### config.mk
export PLATFORM = sky130hd
export DESIGN_NAME = prd_seq
export DESIGN_NICKNAME = d
export VERILOG_FILES = /design/src/rtl/core/prd_pkg.sv /design/src/rtl/core/prd_seq.sv
export SDC_FILE = /design/constraint.sdc
export NUM_CORES = 1
export LEC_CHECK = 0
export BUFFER_PORTS_ARGS = -buffer_cell sky130_fd_sc_hd__buf_2
export CAP_MARGIN = 25
export CORE_MARGIN = 8
export CORE_UTILIZATION = 25
export DETAILED_ROUTE_END_ITERATION = 6
export GPL_ROUTABILITY_DRIVEN = 0
export GPL_TIMING_DRIVEN = 0
export PLACE_DENSITY = 0.43
export SLEW_MARGIN = 30
export SYNTH_ARGS = -nofsm -noshare
export SYNTH_HDL_FRONTEND = slang
export SYNTH_SLANG_ARGS = --single-unit
export TNS_END_PERCENT = 30
### constraint.sdc
create_clock -name i_clk -period 6 [get_ports i_clk]
set_clock_uncertainty 0.2 [all_clocks]
set_input_delay 0 -clock i_clk [delete_from_list [all_inputs] [get_ports i_clk]]
set_output_delay 0 -clock i_clk [all_outputs]
set_load 0.005 [all_outputs]
### src/rtl/core/prd_pkg.sv
// ----------------------------------------------------------------------------
// prd_pkg: shared types and constants for the planar RLE plane decoder
// Sizes, configuration register codes, sequencer states and the pixel
// command that passes from the sequencer to the line store stage.
// ----------------------------------------------------------------------------
package prd_pkg;

    localparam int unsigned MAX_WIDTH  = 4096;
    localparam int unsigned MAX_HEIGHT = 4096;

    // fixed field widths
    localparam int unsigned CNT_W  = 13;   // config registers, row counter
    localparam int unsigned COL_W  = 12;   // column / line store address
    localparam int unsigned PIX_W  = 8;
    localparam int unsigned CIDX_W = 1;

    localparam logic [CIDX_W-1:0] CFG_LINE_WIDTH   = 1'd0;
    localparam logic [CIDX_W-1:0] CFG_PLANE_HEIGHT = 1'd1;

    localparam logic [CNT_W-1:0] CFG_RESET_VAL = 13'd64;
    localparam logic [CNT_W-1:0] WIDTH_MAX     = CNT_W'(MAX_WIDTH);
    localparam logic [CNT_W-1:0] HEIGHT_MAX    = CNT_W'(MAX_HEIGHT);

    // run codes: nibble-swapped control byte inside this range is a long run
    localparam logic [7:0] LONG_RUN_MIN = 8'd16;
    localparam logic [7:0] LONG_RUN_MAX = 8'd47;

    typedef enum logic [1:0] {
        S_IDLE,
        S_BYTE,
        S_RUN
    } t_seq_state;

    typedef struct packed {
        logic [COL_W-1:0] col;
        logic [COL_W-1:0] row;
        logic [PIX_W-1:0] colour;
        logic             use_mem;   // add to the pixel above
        logic             last;
        logic             done;
        logic             overrun;
    } t_pix_cmd;

endpackage

### src/rtl/core/prd_seq.sv
// ----------------------------------------------------------------------------
// prd_seq: control byte sequencer
// Takes stream bytes, tracks raw/run counts, position and colour, and
// issues at most one pixel command per cycle, held while the line store stage stalls.
// ----------------------------------------------------------------------------
module prd_seq
    import prd_pkg::*;
(
    input  logic             i_clk,
    input  logic             i_rst_n,
    input  logic [CNT_W-1:0] i_width,
    input  logic [CNT_W-1:0] i_height,
    input  logic             i_byte_valid,
    output logic             o_byte_ready,
    input  logic [7:0]       i_byte,
    input  logic             i_start,
    output logic             o_cmd_valid,
    input  logic             i_cmd_ready,
    output t_pix_cmd         o_cmd
);

    t_seq_state       r_state, n_state;
    logic [7:0]       r_byte, n_byte;
    logic             r_start, n_start;
    logic [COL_W-1:0] r_col, n_col;
    logic [CNT_W-1:0] r_row, n_row;
    logic [PIX_W-1:0] r_colour, n_colour;
    logic [3:0]       r_raw, n_raw;
    logic [5:0]       r_run, n_run;
    logic             r_drop, n_drop;

    // effective state (start_plane applied)
    logic             start_eff;
    logic [COL_W-1:0] e_col;
    logic [CNT_W-1:0] e_row;
    logic [PIX_W-1:0] e_colour;
    logic [3:0]       e_raw;
    logic [5:0]       e_run;
    logic             e_drop;

    logic             plane_over;
    logic             raw_path;
    logic [3:0]       raw_n;
    logic [PIX_W-1:0] delta;
    logic [7:0]       swapped;
    logic             is_long;
    logic [5:0]       c_run;
    logic [3:0]       c_raw;

    logic             emit;
    logic             stall;
    logic [PIX_W-1:0] px_colour;
    logic [3:0]       px_raw;
    logic [5:0]       px_run;
    logic [CNT_W-1:0] col_inc;
    logic [CNT_W-1:0] row_inc;
    logic             row_end;
    logic             overrun;
    logic             px_last;

    // decode
    always_comb begin
        start_eff = (r_state == S_BYTE) && r_start;
        e_col     = start_eff ? '0 : r_col;
        e_row     = start_eff ? '0 : r_row;
        e_colour  = start_eff ? '0 : r_colour;
        e_raw     = start_eff ? '0 : r_raw;
        e_run     = start_eff ? '0 : r_run;
        e_drop    = start_eff ? 1'b0 : r_drop;

        plane_over = (e_row >= i_height);
        raw_path   = (e_raw != 4'd0);
        raw_n      = e_raw - 4'd1;

        // first row: literal colour; later rows: zigzag delta (bit 0 is the sign)
        if (e_row == '0) begin
            delta = r_byte;
        end else if (r_byte[0]) begin
            delta = ~{1'b0, r_byte[7:1]};
        end else begin
            delta = {1'b0, r_byte[7:1]};
        end

        swapped = {r_byte[3:0], r_byte[7:4]};
        is_long = (swapped >= LONG_RUN_MIN) && (swapped <= LONG_RUN_MAX);
        c_run   = is_long ? swapped[5:0] : {2'b00, r_byte[3:0]};
        c_raw   = is_long ? 4'd0 : r_byte[7:4];

        emit = ((r_state == S_BYTE) && !plane_over && raw_path && !e_drop)
             || (r_state == S_RUN);
        stall = emit && !i_cmd_ready;

        px_colour = (r_state == S_RUN) ? r_colour : delta;
        px_raw    = (r_state == S_RUN) ? r_raw : raw_n;
        px_run    = (r_state == S_RUN) ? (r_run - 6'd1) : e_run;

        col_inc = {1'b0, e_col} + CNT_W'(1);
        row_inc = e_row + CNT_W'(1);
        row_end = (col_inc >= i_width);
        overrun = row_end && ((px_raw != 4'd0) || (px_run != 6'd0));
        if (r_state == S_RUN) begin
            px_last = row_end || (px_run == 6'd0);
        end else begin
            px_last = row_end || (raw_n != 4'd0) || (e_run == 6'd0);
        end
    end

    // next state
    always_comb begin
        n_state = r_state;
        unique case (r_state)
            S_IDLE: begin
                if (i_byte_valid) n_state = S_BYTE;
            end
            S_BYTE: begin
                if (plane_over) begin
                    n_state = S_IDLE;
                end else if (raw_path) begin
                    if (e_drop) begin
                        n_state = S_IDLE;
                    end else if (!stall) begin
                        if (!row_end && (raw_n == 4'd0) && (e_run != 6'd0)) begin
                            n_state = S_RUN;
                        end else begin
                            n_state = S_IDLE;
                        end
                    end
                end else if ((c_raw == 4'd0) && (c_run != 6'd0)) begin
                    n_state = S_RUN;
                end else begin
                    n_state = S_IDLE;
                end
            end
            S_RUN: begin
                if (!stall && (row_end || (px_run == 6'd0))) n_state = S_IDLE;
            end
            default: n_state = S_IDLE;
        endcase
    end

    // outputs and datapath updates
    always_comb begin
        n_byte   = r_byte;
        n_start  = r_start;
        n_col    = r_col;
        n_row    = r_row;
        n_colour = r_colour;
        n_raw    = r_raw;
        n_run    = r_run;
        n_drop   = r_drop;

        o_byte_ready = (r_state == S_IDLE);
        o_cmd_valid  = emit;
        o_cmd.col     = e_col;
        o_cmd.row     = e_row[COL_W-1:0];
        o_cmd.colour  = px_colour;
        o_cmd.use_mem = (e_row != '0);
        o_cmd.last    = px_last;
        o_cmd.done    = row_end && (row_inc >= i_height);
        o_cmd.overrun = overrun;

        unique case (r_state)
            S_IDLE: begin
                if (i_byte_valid) begin
                    n_byte  = i_byte;
                    n_start = i_start;
                end
            end
            S_BYTE: begin
                if (!stall) begin
                    n_col    = e_col;
                    n_row    = e_row;
                    n_colour = e_colour;
                    n_raw    = e_raw;
                    n_run    = e_run;
                    n_drop   = e_drop;
                    if (plane_over) begin
                        n_raw  = '0;
                        n_run  = '0;
                        n_drop = 1'b0;
                    end else if (raw_path) begin
                        n_raw = raw_n;
                        if (e_drop) begin
                            if (raw_n == 4'd0) n_drop = 1'b0;
                        end else begin
                            n_colour = delta;
                        end
                    end else begin
                        n_run = c_run;
                        n_raw = c_raw;
                    end
                end
            end
            S_RUN: begin
                if (!stall) n_run = px_run;
            end
            default: ;
        endcase

        // position update for an issued pixel
        if (emit && !stall) begin
            if (row_end) begin
                n_col    = '0;
                n_row    = row_inc;
                n_colour = '0;
                if (overrun) begin
                    n_run  = '0;
                    n_drop = (px_raw != 4'd0);
                end
            end else begin
                n_col = col_inc[COL_W-1:0];
            end
        end
    end

    always_ff @(posedge i_clk) begin
        if (!i_rst_n) begin
            r_state  <= S_IDLE;
            r_start  <= 1'b0;
            r_col    <= '0;
            r_row    <= '0;
            r_colour <= '0;
            r_raw    <= '0;
            r_run    <= '0;
            r_drop   <= 1'b0;
        end else begin
            r_state  <= n_state;
            r_start  <= n_start;
            r_col    <= n_col;
            r_row    <= n_row;
            r_colour <= n_colour;
            r_raw    <= n_raw;
            r_run    <= n_run;
            r_drop   <= n_drop;
        end
    end

    always_ff @(posedge i_clk) begin
        r_byte <= n_byte;
    end

    a_drop_has_raw: assert property (@(posedge i_clk) disable iff (!i_rst_n)
        r_drop |-> (r_raw != 4'd0))
        else $error("drop flag set with no raw bytes pending");

    a_run_state: assert property (@(posedge i_clk) disable iff (!i_rst_n)
        (r_state == S_RUN) |-> ((r_run != 6'd0) && (r_raw == 4'd0)))
        else $error("run state without a pending run");

    a_run_end: assert property (@(posedge i_clk) disable iff (!i_rst_n)
        (o_cmd_valid && i_cmd_ready && o_cmd.last) |=> (r_state != S_RUN))
        else $error("sequencer kept running after last pixel of a byte");

endmodule

After elaboration in Yosys (flattened, before gate mapping)
Cells that the tools add are included.
{"block": "totals", "ff_bits": 55, "inputBits": 39, "output_inout_bits": 38, "elab_cells": 124}
{"block": "classes", "add_sub_neg": 4, "n_lt_le_gt_ge": 5, "eq_ne": 6, "n_mux": 57, "bitwise_logic": 2, "n_reduce_logical": 41}
{"operator": "8-bit two-way mux", "count": 11}
{"operator": "13-bit two-way mux", "count": 5}
{"operator": "12-bit two-way mux", "count": 5}
{"operator": "6-bit two-way mux", "count": 10}
{"operator": "13-bit >= comparator", "count": 3}
{"operator": "4-bit two-way mux", "count": 5}
{"operator": "6-bit nonzero test", "count": 3}
{"operator": "2-bit two-way mux", "count": 8}
{"operator": "12-bit by 1-bit adder with 13-bit output (second input constant)", "count": 1}
{"operator": "13-bit by 1-bit adder with 13-bit output (second input constant)", "count": 1}
{"operator": "1-bit logical AND", "count": 13}
{"operator": "13-bit zero test", "count": 1}
{"operator": "13-bit nonzero test", "count": 1}
{"operator": "6-bit zero test", "count": 2}
{"operator": "6-bit case mux with 2 select lines", "count": 1}
{"operator": "4-bit nonzero test", "count": 3}
{"operator": "1-bit two-way mux", "count": 11}
{"operator": "8-bit by 5-bit >= comparator with 1-bit output (second input constant)", "count": 1}
{"operator": "8-bit by 6-bit less-or-equal comparator with 1-bit output (second input constant)", "count": 1}
{"operator": "4-bit zero test", "count": 2}
{"operator": "7-bit NOT with 8-bit output", "count": 1}
{"operator": "2-bit case mux with 3 select lines", "count": 1}
{"operator": "2-bit AND reduction", "count": 3}
{"operator": "6-bit by 1-bit subtractor with 6-bit output (second input constant)", "count": 1}
{"operator": "other kinds (12)", "count": 21}

Longest topological paths before layout
Gate-level depths: netlist (run 1).
{"block": "depth", "depth_word": 15, "depth_mapped": 23, "depth_no_buf": 19}

Worst setup path after synthesis (run 1)
No wires, ideal clock.
{"block": "synth_timing", "path_type": "flip-flop to flip-flop", "from": "reg r_state[1]", "to": "reg r_state[0]", "setup_ns": 0.095, "arrival_time_ns": 5.084, "t_required_ns": 5.705, "setup_slack_ns": 0.621, "path_stages_with_launch": 24, "path_buffers": 5, "synth_period_minus_slack_ns": 5.379, "cell_sequence": "dfxtp_1 inv_1 ha_1 nand2_1 clkbuf_1 clkbuf_1 clkbuf_1 clkbuf_1 and2_1 ha_1 and4_1 nand3_1 or2_2 nor2_1 xor2_1 ha_1 a211oi_1 o21ai_0 nand4_1 o311a_1 buf_1 nand3_1 a21o_1 a221oi_1"}
{"element": "from (decl)", "line_no": "prd_seq.sv:22", "source": "t_seq_state r_state, n_state;"}
{"element": "from (signal assigned)", "line_no": "prd_seq.sv:227", "source": "r_state <= n_state;"}

Worst setup path after layout (run 1)
{"block": "layout_timing", "from": "reg r_state[1]", "to": "out o_cmd[2] (netlist bit)"}
{"block": "layout_via", "elab_chain_len": 8, "word_cells_on_any_way": 17, "cone_classes": "2 x add/sub; 1 x order compare; 2 x eq/ne; 5 x mux; 7 x reduce/logical"}
{"element": "2-bit by 1-bit equality test with 1-bit output", "line_no": "prd_seq.sv:63", "source": "start_eff = (r_state == S_BYTE) && r_start;"}
{"element": "1-bit logical AND", "line_no": "prd_seq.sv:63"}
{"element": "12-bit two-way mux / 4-bit two-way mux (equally long branches)", "line_no": "prd_seq.sv:64, prd_seq.sv:67"}
{"element": "12-bit by 1-bit adder with 13-bit output / 4-bit by 1-bit subtractor with 4-bit output (equally long branches)", "line_no": "prd_seq.sv:97, prd_seq.sv:73"}
{"element": "13-bit >= comparator / 4-bit nonzero test (equally long branches)", "line_no": "prd_seq.sv:99, prd_seq.sv:104"}
{"element": "1-bit logical OR (2 in series)", "line_no": "prd_seq.sv:104", "source": "px_last = row_end || (raw_n != 4'd0) || (e_run == 6'd0);"}
{"element": "1-bit two-way mux (*)", "line_no": "prd_seq.sv:101", "source": "if (r_state == S_RUN) begin"}
{"element": "to (decl)", "line_no": "prd_seq.sv:19", "source": "output t_pix_cmd o_cmd"}
Mark *: on every way between the ends. The rest lies on a longest branch, timed or not.

==> flow_metrics.py, run 1 <==
metrics = {
    "critical_path": {
        "timing.rr.start": "r_state[1]$_SDFFE_PN0P_",
        "worstSetupEndpointType": "primary output",
        "worstSetupStartpoint": "r_state[1]$_SDFFE_PN0P_",
        "worst-path-buf-inv": 8,
        "critPathSlowestCell": "or2_2",
        "cp_slowest_stage_delay_ns": 0.39,
        "worst_ep_required_time_ns": 5.80,
        "path_cells": "inv_1 -> ha_1 -> nand2_2 -> clkbuf_4 -> clkbuf_4 -> buf_6 -> and2_1 -> ha_1 -> and4_1 -> nand3_1 -> or2_2 -> nor2_2 -> xor2_1 -> ha_1 -> a211oi_1 -> o21ai_0 -> nand4_1 -> o311a_1 -> buf_6 -> clkbuf_4 -> nand2_1 -> buf_4 -> buf_2",
        "start_kind": "flip-flop",
        "crit_arrival_ns": 5.46,
        "ff2ff_path_depth": 22,
        "worstReg2RegEnd": "r_col[9]$_SDFFE_PN0P_",
        "cp_top_family": "simple AND/OR/NAND/NOR gates",
        "worstSetupPathType": "flip-flop to primary output",
        "crit_path_end": "o_cmd[2]",
        "path_depth": 23,
        "worstPathMaxFanout": 19,
        "rrSetupSlack_ns": 0.45,
    },
    "sta": {
        "slew_viol_final": 0,
        "max-slew-margin-rel_pct": 38.14,
        "tightest_slew_ns": 0.9134,
        "finalWorstSetupSlack_ns": 0.3396,
        "final_hold_viol_count": 0,
        "fmaxAchievable_ghz": 0.1767,
        "setup_viol": 0,
        "whs_ns": 0.1050,
        "min_period_over_period_pct": 94.34,
        "fin_tns_setup_ns": 0,
        "period_needed_ns": 5.660,
        "rsz0062_at_grt": "true",
    },
    "pwr": {
        "power_switching_uw": 502.8,
        "seq_power_share_pct": 33.8,
        "pwr-share-clk_pct": 25.8,
        "powerDensity_nw_per_um2": 211.0,
        "vdd_drop_max_uv": 161.1,
        "p_leak_nw": 2.706,
        "combPwrFrac_pct": 40.4,
        "p_int_uw": 785.2,
        "swShare_pct": 39.03,
    },
    "synthesis": {
        "ys_seq_elements": 55,
        "yosys.area.top_type": "dfxtp_1",
        "synth_top_cells_by_count": "nand2_1 (52), dfxtp_1 (47), ha_1 (47), inv_1 (47), a21oi_1 (40)",
        "synth_edf_count": 8,
        "synthFlopType": "dfxtp_1",
        "async_flop_share_pct": 0,
        "synth.top_cell.area_share_pct": 18.62,
        "ys_seq_area_share_pct": 23.38,
        "syn_area_sq_um": 5052,
        "yosysWarningCount": 0,
        "yosysMostFrequentCell": "nand2_1",
        "yosys.cell_types.count": 77,
        "synth_cells": 648,
        "synthTopCellsByArea": "dfxtp_1 (19%), ha_1 (12%), edfxtp_1 (4.8%)",
        "syn-num-nets": 734,
        "syn_avg_cell_area_sq_um": 7.797,
    },
    "final_layout": {
        "finalInstanceArea_sq_um": 6103,
        "drive_gt1_share_pct": 17.09,
        "syn2layout_area_growth_pct": 20.80,
        "antenna_cells": 0,
        "layout.nets": 829,
        "num-fill-cells": 2231,
    },
    "global_routing": {
        "gr-total-overflow": 0,
        "grt_use_total_pct": 13.77,
        "antenna_found_initial": 0,
        "grt_max_degree": 20,
        "grt_first_pass_wirelength_um": 27520,
        "first_global_vias": 5100,
    },
    "place": {
        "port_buffers": 76,
        "place_area_sq_um": 5771,
        "preCtsSetupSlack_ns": -1.665,
        "dp_hpwl_um": 13450,
    },
    "floorplan": {
        "dieArea_sq_um": 25010,
        "die_h_um": 158.2,
        "core_area_sq_um": 20040,
        "num_rows": 52,
        "start_util_pct": 25.21,
        "ios": 77,
        "die_w_um": 158.2,
    },
    "clock_tree": {
        "h-tree-depth": 2,
        "path_clk_slew_ns": 0.07,
        "cts.path.max_buffers": 2,
        "clock_latency_ns": 0.29,
        "root_buffer": "clkbuf_16",
        "cts_buffers": 5,
        "cts_tree": "built",
        "cts_sinks": 55,
    },
    "drt": {
        "drc": 0,
        "wl_per_cell_um": 16.86,
        "firstDrtPassIters": 5,
        "ant_nets": 0,
        "drt_iter0_drc": 323,
        "vias": 5062,
        "avgViaCountPerCell": 4.997,
        "drt-total-wl_um": 17080,
    },
    "run_status": {
        "status": "complete, no violations",
    },
    "flow_run": {
        "maxCapViolations": 0,
    },
    "min_path": {
        "hold_class": "primary input to flip-flop",
    },
}
-- power by group through the flow --
stage          logic [mW]  clock network, mW  registers [mW]
4_1_cts             0.515              0.345           0.435
2_1_floorplan       0.354                  0           0.434
6_report            0.520              0.332           0.435
3_3_place_gp        0.508                  0           0.444
5_1_grt             0.580              0.357           0.440
3_5_place_dp        0.503                  0           0.444
-- layout make-up --
class / instances / area [sq um] / share of cell area [%]
clock inverters: 1 / 30.03 / 0.4920
repair buffers: 89 / 505.5 / 8.282
clock buffers: 6 / 128.9 / 2.112
inverters: 50 / 187.7 / 3.075
well taps: 270 / 337.8 / 5.535
plain buffers: 40 / 220.2 / 3.608
multi-input cells: 502 / 3512 / 57.54
flip-flops and latches: 55 / 1181 / 19.35
-- logic make-up after synthesis --
kind of cell	share of synthesized area, %
muxes	1.981
xor gates and xnor gates	5.201
AOI/OAI and AO/OA	27.41
adders and majority gates	11.84
DFF	23.38
and+or+nand+nor	22.61
buffers and inverters	7.578
-- layout by cell type (no fill, tap or decap), types with 8 or more instances in the layout --
master	count
buf_2	81
edfxtp_1	8
ha_1	47
or3_1	12
and2_1	20
a21oi_1	40
dfxtp_1	47
o211ai_1	22
nor2_1	37
xnor2_1	14
mux2i_1	10
a211oi_1	9
nand2_1	51
o21ai_0	38
inv_1	47
a21o_1	9
clkbuf_1	19
nand4_1	19
nor3_1	19
dlygate4sd3_1	11
nand3_1	31
xor2_1	16
-- per-layer routing --
layer  GRT usage, %  share of wire (%)
met5              0                  0
met4          1.796               0.50
met3          2.211                4.9
met2          23.66                 47
met1          18.16                 48
-- worst reg2reg max path: stages (launching register included) --
cell and delay, ns:
dfxtp_1 0.35, inv_1 0.06, ha_1 0.28, nand2_2 0.21, clkbuf_4 0.27, clkbuf_4 0.28
buf_6 0.22, and2_1 0.24, ha_1 0.22, and4_1 0.25, nand3_1 0.18, or2_2 0.39
nor2_2 0.19, xor2_1 0.10, ha_1 0.33, o21ai_0 0.09, nand2b_1 0.10, nand3_1 0.11
o311a_1 0.43, a31oi_1 0.22, o41ai_2 0.17, a21o_1 0.30, a32o_1 0.23
-- flip-flops by register name, indices dropped and copies added (netlist names) --
signal,flops
r_run,6
r_row,13
r_col,12
r_byte,8
r_drop,1
r_start,1
r_state,2
r_colour,8
r_raw,4
-- repair_timing --
item	CTS	global route
buffers inserted	0	2
setup endpoints to repair	45	31
endpoints found under the hold margin	15	0
resized for setup	14	5
pin swaps	0	1
hold buffers	11	0
-- stage by stage --
step	std cells	total power, mW	util (%)
floorplan	648	0.7878	-
global placement	994	0.9524	28.80
detailed placement	994	0.9468	28.80
CTS	1011	1.296	30.29
global route	1013	1.377	30.46
finish	1013	1.288	30.46
-- worst min-delay path by stage --
stage / slack (ns) / from / to / cells past startpoint
global route: 0.14 / i_cmd_ready / r_row[10]$_SDFF_PN0_ / 5
detailed placement: -0.02 / i_byte[3] / r_byte[3]$_DFFE_PP_ / 1
global placement: -0.02 / i_byte[5] / r_byte[5]$_DFFE_PP_ / 1
finish: 0.10 / i_cmd_ready / r_row[10]$_SDFF_PN0_ / 5
CTS: 0.09 / i_cmd_ready / r_drop$_SDFF_PN0_ / 6
floorplan: -0.10 / i_byte[0] / r_byte[0]$_DFFE_PP_ / 0
(Power assumes the default switching activity.)
==> run 2: changes to the inputs <==
Settings changed: CORE_ASPECT_RATIO set to 0.6, PLACE_DENSITY 0.43 to 0.44.
Clock period 6 ns to 4.7 ns, I/O delays scaled along.
==> run 2 against run 1 <==
  * Combinational power increased by 40%
  * Final cell count increased by 1.7%
  * Global-route usage increased by 1.4 points
  * First-iteration DRC count is 27% higher
  * Die area increased by 0.59%
  * Worst hold slack lost 0.019 ns
  * Total power rose by 35%
  * Count of clock-buffer cells in the layout unchanged
  * Register-to-register slack worse by 0.26 ns
  * Setup slack worse by 0.15 ns
  * Critical endpoint is now r_col[3]$_SDFFE_PN0P_
  * Highest routed layer unchanged
==> flow_metrics.py, run 2 (synthesis gave the netlist of run 1 again) <==
metrics = {
    "final_layout": {
        "multi_input_area_sq_um": 3687,
        "layout.nets": 841,
        "largest_register": "r_row",
        "final_common_cell": "buf_2",
        "layout_common_cells": "buf_2 (81), nand2_1 (49), inv_1 (47)",
        "drive_gt1_share_pct": 21.56,
        "syn2layout_area_growth_pct": 27.61,
        "num-fill-cells": 2231,
        "final_cells": 1030,
        "reg_top3": "r_row x13, r_col x12",
        "finalInstanceArea_sq_um": 6447,
        "regArea_sq_um": 1182,
        "largest_register_ffs": 13,
    },
    "clock_tree": {
        "root_buffer": "clkbuf_16",
        "cts_sinks": 55,
        "path_clk_slew_ns": 0.08,
        "h-tree-depth": 2,
        "clock_latency_ns": 0.31,
        "cts_buffers": 5,
        "cts_tree": "built",
        "cts.path.max_buffers": 2,
    },
    "floorplan": {
        "ios": 77,
        "num_rows": 40,
        "dieArea_sq_um": 25160,
        "die_h_um": 126.1,
        "die_w_um": 199.5,
        "core_area_sq_um": 19920,
        "start_util_pct": 25.36,
    },
    "drt": {
        "drt_iter0_drc": 411,
        "avgViaCountPerCell": 5.074,
        "wl_per_cell_um": 18.65,
        "firstDrtPassIters": 4,
        "vias": 5226,
        "drc": 0,
        "drt-total-wl_um": 19210,
        "ant_nets": 0,
    },
    "place": {
        "placedCellCount": 997,
        "preCtsSetupSlack_ns": -1.409,
        "place_area_sq_um": 5824,
        "port_buffers": 76,
        "dp_hpwl_um": 14800,
    },
    "global_routing": {
        "first_global_vias": 5106,
        "grt_max_degree": 18,
        "grt_first_pass_wirelength_um": 29990,
        "grt_use_total_pct": 15.14,
        "gr-total-overflow": 0,
        "antenna_found_initial": 1,
    },
    "sta": {
        "finalWorstSetupSlack_ns": 0.1885,
        "slew_viol_final": 0,
        "tightest_slew_ns": 0.8472,
        "whs_ns": 0.08646,
        "final_hold_viol_count": 0,
        "min_period_over_period_pct": 95.99,
        "period_needed_ns": 4.511,
        "max-slew-margin-rel_pct": 42.92,
        "fin_tns_setup_ns": 0,
        "rsz0062_at_grt": "false",
        "setup_viol": 0,
        "fmaxAchievable_ghz": 0.2217,
    },
    "critical_path": {
        "crit_arrival_ns": 4.52,
        "rrSetupSlack_ns": 0.19,
        "worst_ep_required_time_ns": 4.70,
        "worstReg2RegEnd": "r_col[3]$_SDFFE_PN0P_",
        "worstSetupStartpoint": "r_state[1]$_SDFFE_PN0P_",
        "ff2ff_path_depth": 21,
        "start_kind": "flip-flop",
        "timing.rr.start": "r_state[1]$_SDFFE_PN0P_",
        "worstSetupEndpointType": "flip-flop",
        "worstPathMaxFanout": 11,
        "worstSetupPathType": "flip-flop to flip-flop",
    },
    "pwr": {
        "powerDensity_nw_per_um2": 269.3,
        "p_leak_nw": 2.841,
        "vdd_drop_max_uv": 146.2,
    },
    "run_status": {
        "status": "complete, no violations",
    },
    "min_path": {
        "holdPathStages": 5,
        "min-delay-start": "i_cmd_ready",
        "min_to": "r_row[10]$_SDFF_PN0_",
        "hold_class": "primary input to flip-flop",
    },
    "flow_run": {
        "maxCapViolations": 0,
    },
}
-- run 2: cell types whose count changed in the layout (fill, tap and decap cells not counted), sizes merged --
cell / change
buf: +12
clkinvlp: +1
diode: +1
-- run 2: how the worst max path moves through the flow --
stage                                   to  slack, ns
floorplan           r_col[10]$_SDFFE_PN0P_       0.03
global placement                  o_cmd[2]      -1.39
global route         r_col[9]$_SDFFE_PN0P_      0.005
CTS                  r_col[9]$_SDFFE_PN0P_      -0.03
detailed placement    r_row[11]$_SDFF_PN0_      -1.41
finish               r_col[3]$_SDFFE_PN0P_       0.19
-- run 2: critical path, cell delays in order, from the launching register on --
cell and delay, ns:
dfxtp_2 0.35, inv_1 0.07, ha_4 0.19, nand2_8 0.12
clkbuf_16 0.15, clkbuf_16 0.15, and2_4 0.15, ha_2 0.18
and4_4 0.24, nand3_4 0.10, or2_4 0.30, nor2_4 0.12
xor2_1 0.08, ha_1 0.34, o21ai_1 0.08, nand2b_1 0.13
nand3_2 0.12, o311a_4 0.43, a31oi_4 0.22, o41ai_4 0.11
a21o_2 0.32, a32o_1 0.22
-- run 2: report_power, final --
group	internal (mW)	switching (mW)	leakage (nW)	total, mW
combinational	0.252	0.474	2.31	0.726
clock	0.253	0.198	0.0771	0.451
sequential	0.516	0.0436	0.458	0.559
-- run 2: metrics by stage --
step	total power [mW]	utilization [%]
after global routing	1.850	32.37
after detailed placement	1.238	29.24
final	1.736	32.37
after CTS	1.719	31.71
after floorplan	1.012	-
after global placement	1.247	29.20
-- run 2: timing repair --
item,4_1_cts,5_1_grt
pin swaps,9,15
gates resized for setup,34,16
hold buffers,11,0
hold endpoints to repair,15,0
endpoints found under the setup margin,50,43
buffers inserted,6,9
-- run 2: metal layers --
layer  track usage, %  share of wire, %  up-vias
met5                0                 0        -
met3            2.314               5.4        9
li1                 -                 -     2615
met4            3.147              0.73        0
met1            24.75                56     2453
met2            19.63                38      149
-- run 2: area by class of cell --
class                   instances  share of cell area, %
diodes                          1                0.03881
clock inverters                 2                 0.5822
plain buffers                  39                  4.231
clock buffers                   6                  1.999
multi-input cells             502                  57.19
well taps                     273                  5.298
inverters                      50                  2.911
repair buffers                102                  9.412
flip-flops and latches         55                  18.34
==> run 3: changes to the inputs <==
Settings changed: CORE_UTILIZATION 25 to 53, PLACE_DENSITY 0.44 to 0.79, SETUP_SLACK_MARGIN set to 0.3.
==> run 3 against run 2 <==
  * Final area rose by 2.8%
  * Clock power fell by 13%
  * Largest cell class unchanged
  * Flip-flop and latch count did not move
  * Via count rose by 12%
  * Critical path type unchanged
  * Wire length fell by 5.2%
  * Combinational power rose by 2.9%
  * Highest routed layer unchanged
  * Sequential share of layout area fell by 0.50 points
  * Fmax fell by 1.2%
  * Critical endpoint is now r_col[4]$_SDFFE_PN0P_
  * Non-clock buffer count rose by 27
  * Register-to-register slack got worse by 0.06 ns
  * Critical path depth rose by 1
==> flow_metrics.py, run 3 (synthesis gave the netlist of run 1 again) <==
metrics = {
    "pwr": {
        "vdd_drop_max_uv": 167.7,
        "p_leak_nw": 3.053,
        "powerDensity_nw_per_um2": 257.0,
    },
    "sta": {
        "period_needed_ns": 4.567,
        "final_hold_viol_count": 0,
        "tightest_slew_ns": 0.9059,
        "setup_viol": 0,
        "rsz0062_at_grt": "true",
        "slew_viol_final": 0,
        "min_period_over_period_pct": 97.16,
        "max-slew-margin-rel_pct": 38.65,
        "whs_ns": 0.1331,
        "fmaxAchievable_ghz": 0.2190,
    },
    "clock_tree": {
        "root_buffer": "clkbuf_16",
        "h-tree-depth": 2,
        "clock_latency_ns": 0.31,
        "cts_buffers": 5,
        "cts.path.max_buffers": 2,
        "cts_sinks": 55,
        "path_clk_slew_ns": 0.08,
        "cts_tree": "built",
    },
    "final_layout": {
        "num-fill-cells": 679,
        "final_core_util_pct": 71.88,
        "multi_input_area_sq_um": 3767,
        "regArea_sq_um": 1182,
        "antenna_cells": 0,
        "largest_register_ffs": 13,
        "reg_top3": "r_row x13, r_col x12",
        "layout.nets": 868,
        "syn2layout_area_growth_pct": 31.20,
        "layout_common_cells": "buf_2 (79), nand2_1 (47), dfxtp_1 (46)",
        "drive_gt1_share_pct": 25.93,
        "largest_register": "r_row",
        "final_common_cell": "buf_2",
    },
    "critical_path": {
        "path_cells": "inv_2 -> ha_4 -> nand2_4 -> clkbuf_16 -> clkbuf_16 -> clkbuf_16 -> clkbuf_16 -> and2_4 -> ha_4 -> and4_4 -> nand3_4 -> or2_4 -> xnor2_1 -> ha_1 -> nand4_1 -> nor4_2 -> a211oi_2 -> o311a_4 -> a31oi_4 -> o41ai_4 -> a21o_2 -> a32o_1",
        "worstPathMaxFanout": 7,
        "worstSetupEndpointType": "flip-flop",
        "worstSetupPathType": "flip-flop to flip-flop",
        "crit_arrival_ns": 4.56,
        "rrSetupSlack_ns": 0.13,
        "critPathSlowestCell": "nor4_2",
        "path_common_cell": "clkbuf_16",
        "worst_ep_required_time_ns": 4.70,
        "start_kind": "flip-flop",
        "cp_slowest_stage_delay_ns": 0.38,
    },
    "min_path": {
        "hold_class": "primary input to flip-flop",
    },
    "drt": {
        "drt-total-wl_um": 18210,
        "firstDrtPassIters": 6,
        "ant_nets": 0,
        "drt_iter0_drc": 876,
        "wl_per_cell_um": 19.94,
        "drc": 0,
        "vias": 5830,
        "avgViaCountPerCell": 6.386,
    },
    "global_routing": {
        "first_global_vias": 5707,
        "gr-total-overflow": 0,
        "grt_first_pass_wirelength_um": 28390,
        "grt_max_degree": 19,
        "grt_use_total_pct": 26.61,
        "antenna_found_initial": 0,
    },
    "floorplan": {
        "die_h_um": 91.63,
        "dieArea_sq_um": 13020,
        "ios": 77,
        "die_w_um": 142.0,
        "core_area_sq_um": 9223,
        "num_rows": 27,
        "start_util_pct": 54.78,
    },
    "place": {
        "dp_hpwl_um": 12830,
        "port_buffers": 76,
    },
    "run_status": {
        "status": "complete, no violations",
    },
    "flow_run": {
        "maxCapViolations": 0,
    },
}
-- run 3: changes by cell type in the layout (fill, tap and decap cells not counted), moves of 3 or more --
cell     delta
nand3_1     -3
buf_6       +4
a21oi_1     -3
buf_4      +21
nand2_4     +4
-- run 3: area by class of cell --
cell class                      instances  share of cell area [%]
Multi-Input combinational cell        502                   56.83
Clock inverter                          3                  0.3398
Clock buffer                            5                   1.888
Sequential cell                        55                   17.84
Timing Repair Buffer                  127                   12.67
Inverter                               50                   2.831
Buffer                                 41                   5.153
Tap cell                              130                   2.454
-- run 3: stage by stage --
step	total power, mW	TNS [ns]	instance area [sq um]	worst slack, ns	instances
after floorplan	1.016	0	5155	0.3153	648
after global placement	1.177	-6.857	5698	-0.3447	854
after detailed placement	1.201	-11.03	5698	-0.4835	854
after CTS	1.642	0	6415	0.2476	900
after global routing	1.782	-0.01565	6629	-0.01565	913
final	1.704	0	6629	0.1333	913
-- run 3: power breakdown --
group	internal (mW)	switching (mW)	leakage, nW	total (mW)
clock network	0.202	0.192	0.0760	0.394
logic	0.273	0.474	2.52	0.747
registers	0.516	0.0468	0.458	0.563
-- run 3: worst max-delay path, delay by kind of cell, from the launching register on --
| family | cells | cell delay (ns) |
|---|---|---|
| AND/OR/NAND/NOR | 7 | 1.42 |
| AO/OA/AOI/OAI | 6 | 1.19 |
| adder cells (fa/ha/maj) | 3 | 0.61 |
| buffers and inverters | 5 | 0.55 |
| flip-flops | 1 | 0.35 |
| XOR/XNOR | 1 | 0.14 |
-- run 3: final timing paths --
| path | startpoint | end | depth (start not counted) |
|---|---|---|---|
| setup / recovery | r_state[1]$_SDFFE_PN0P_ | r_col[4]$_SDFFE_PN0P_ | 22 |
| hold / removal | i_cmd_ready | r_row[10]$_SDFF_PN0_ | 5 |
| setup reg to reg | r_state[1]$_SDFFE_PN0P_ | r_col[4]$_SDFFE_PN0P_ | 22 |
| hold reg to reg | r_colour[5]$_SDFF_PN0_ | r_colour[5]$_SDFF_PN0_ | 2 |
-- run 3: layer usage --
layer,global-route usage [%],part of all wire [%],vias to the layer above
met4,9.778,2.1,0
met3,8.329,13,58
li1,-,-,2671
met1,34.82,41,2703
met5,0,0,-
met2,40.25,44,398
-- run 3: what timing repair did --
item,4_1_cts,5_1_grt
pin swaps,21,28
buffers inserted,26,13
cloned,1,0
setup endpoints to repair,46,46
hold buffers,11,0
hold endpoints to repair,15,0
resized for setup,40,26
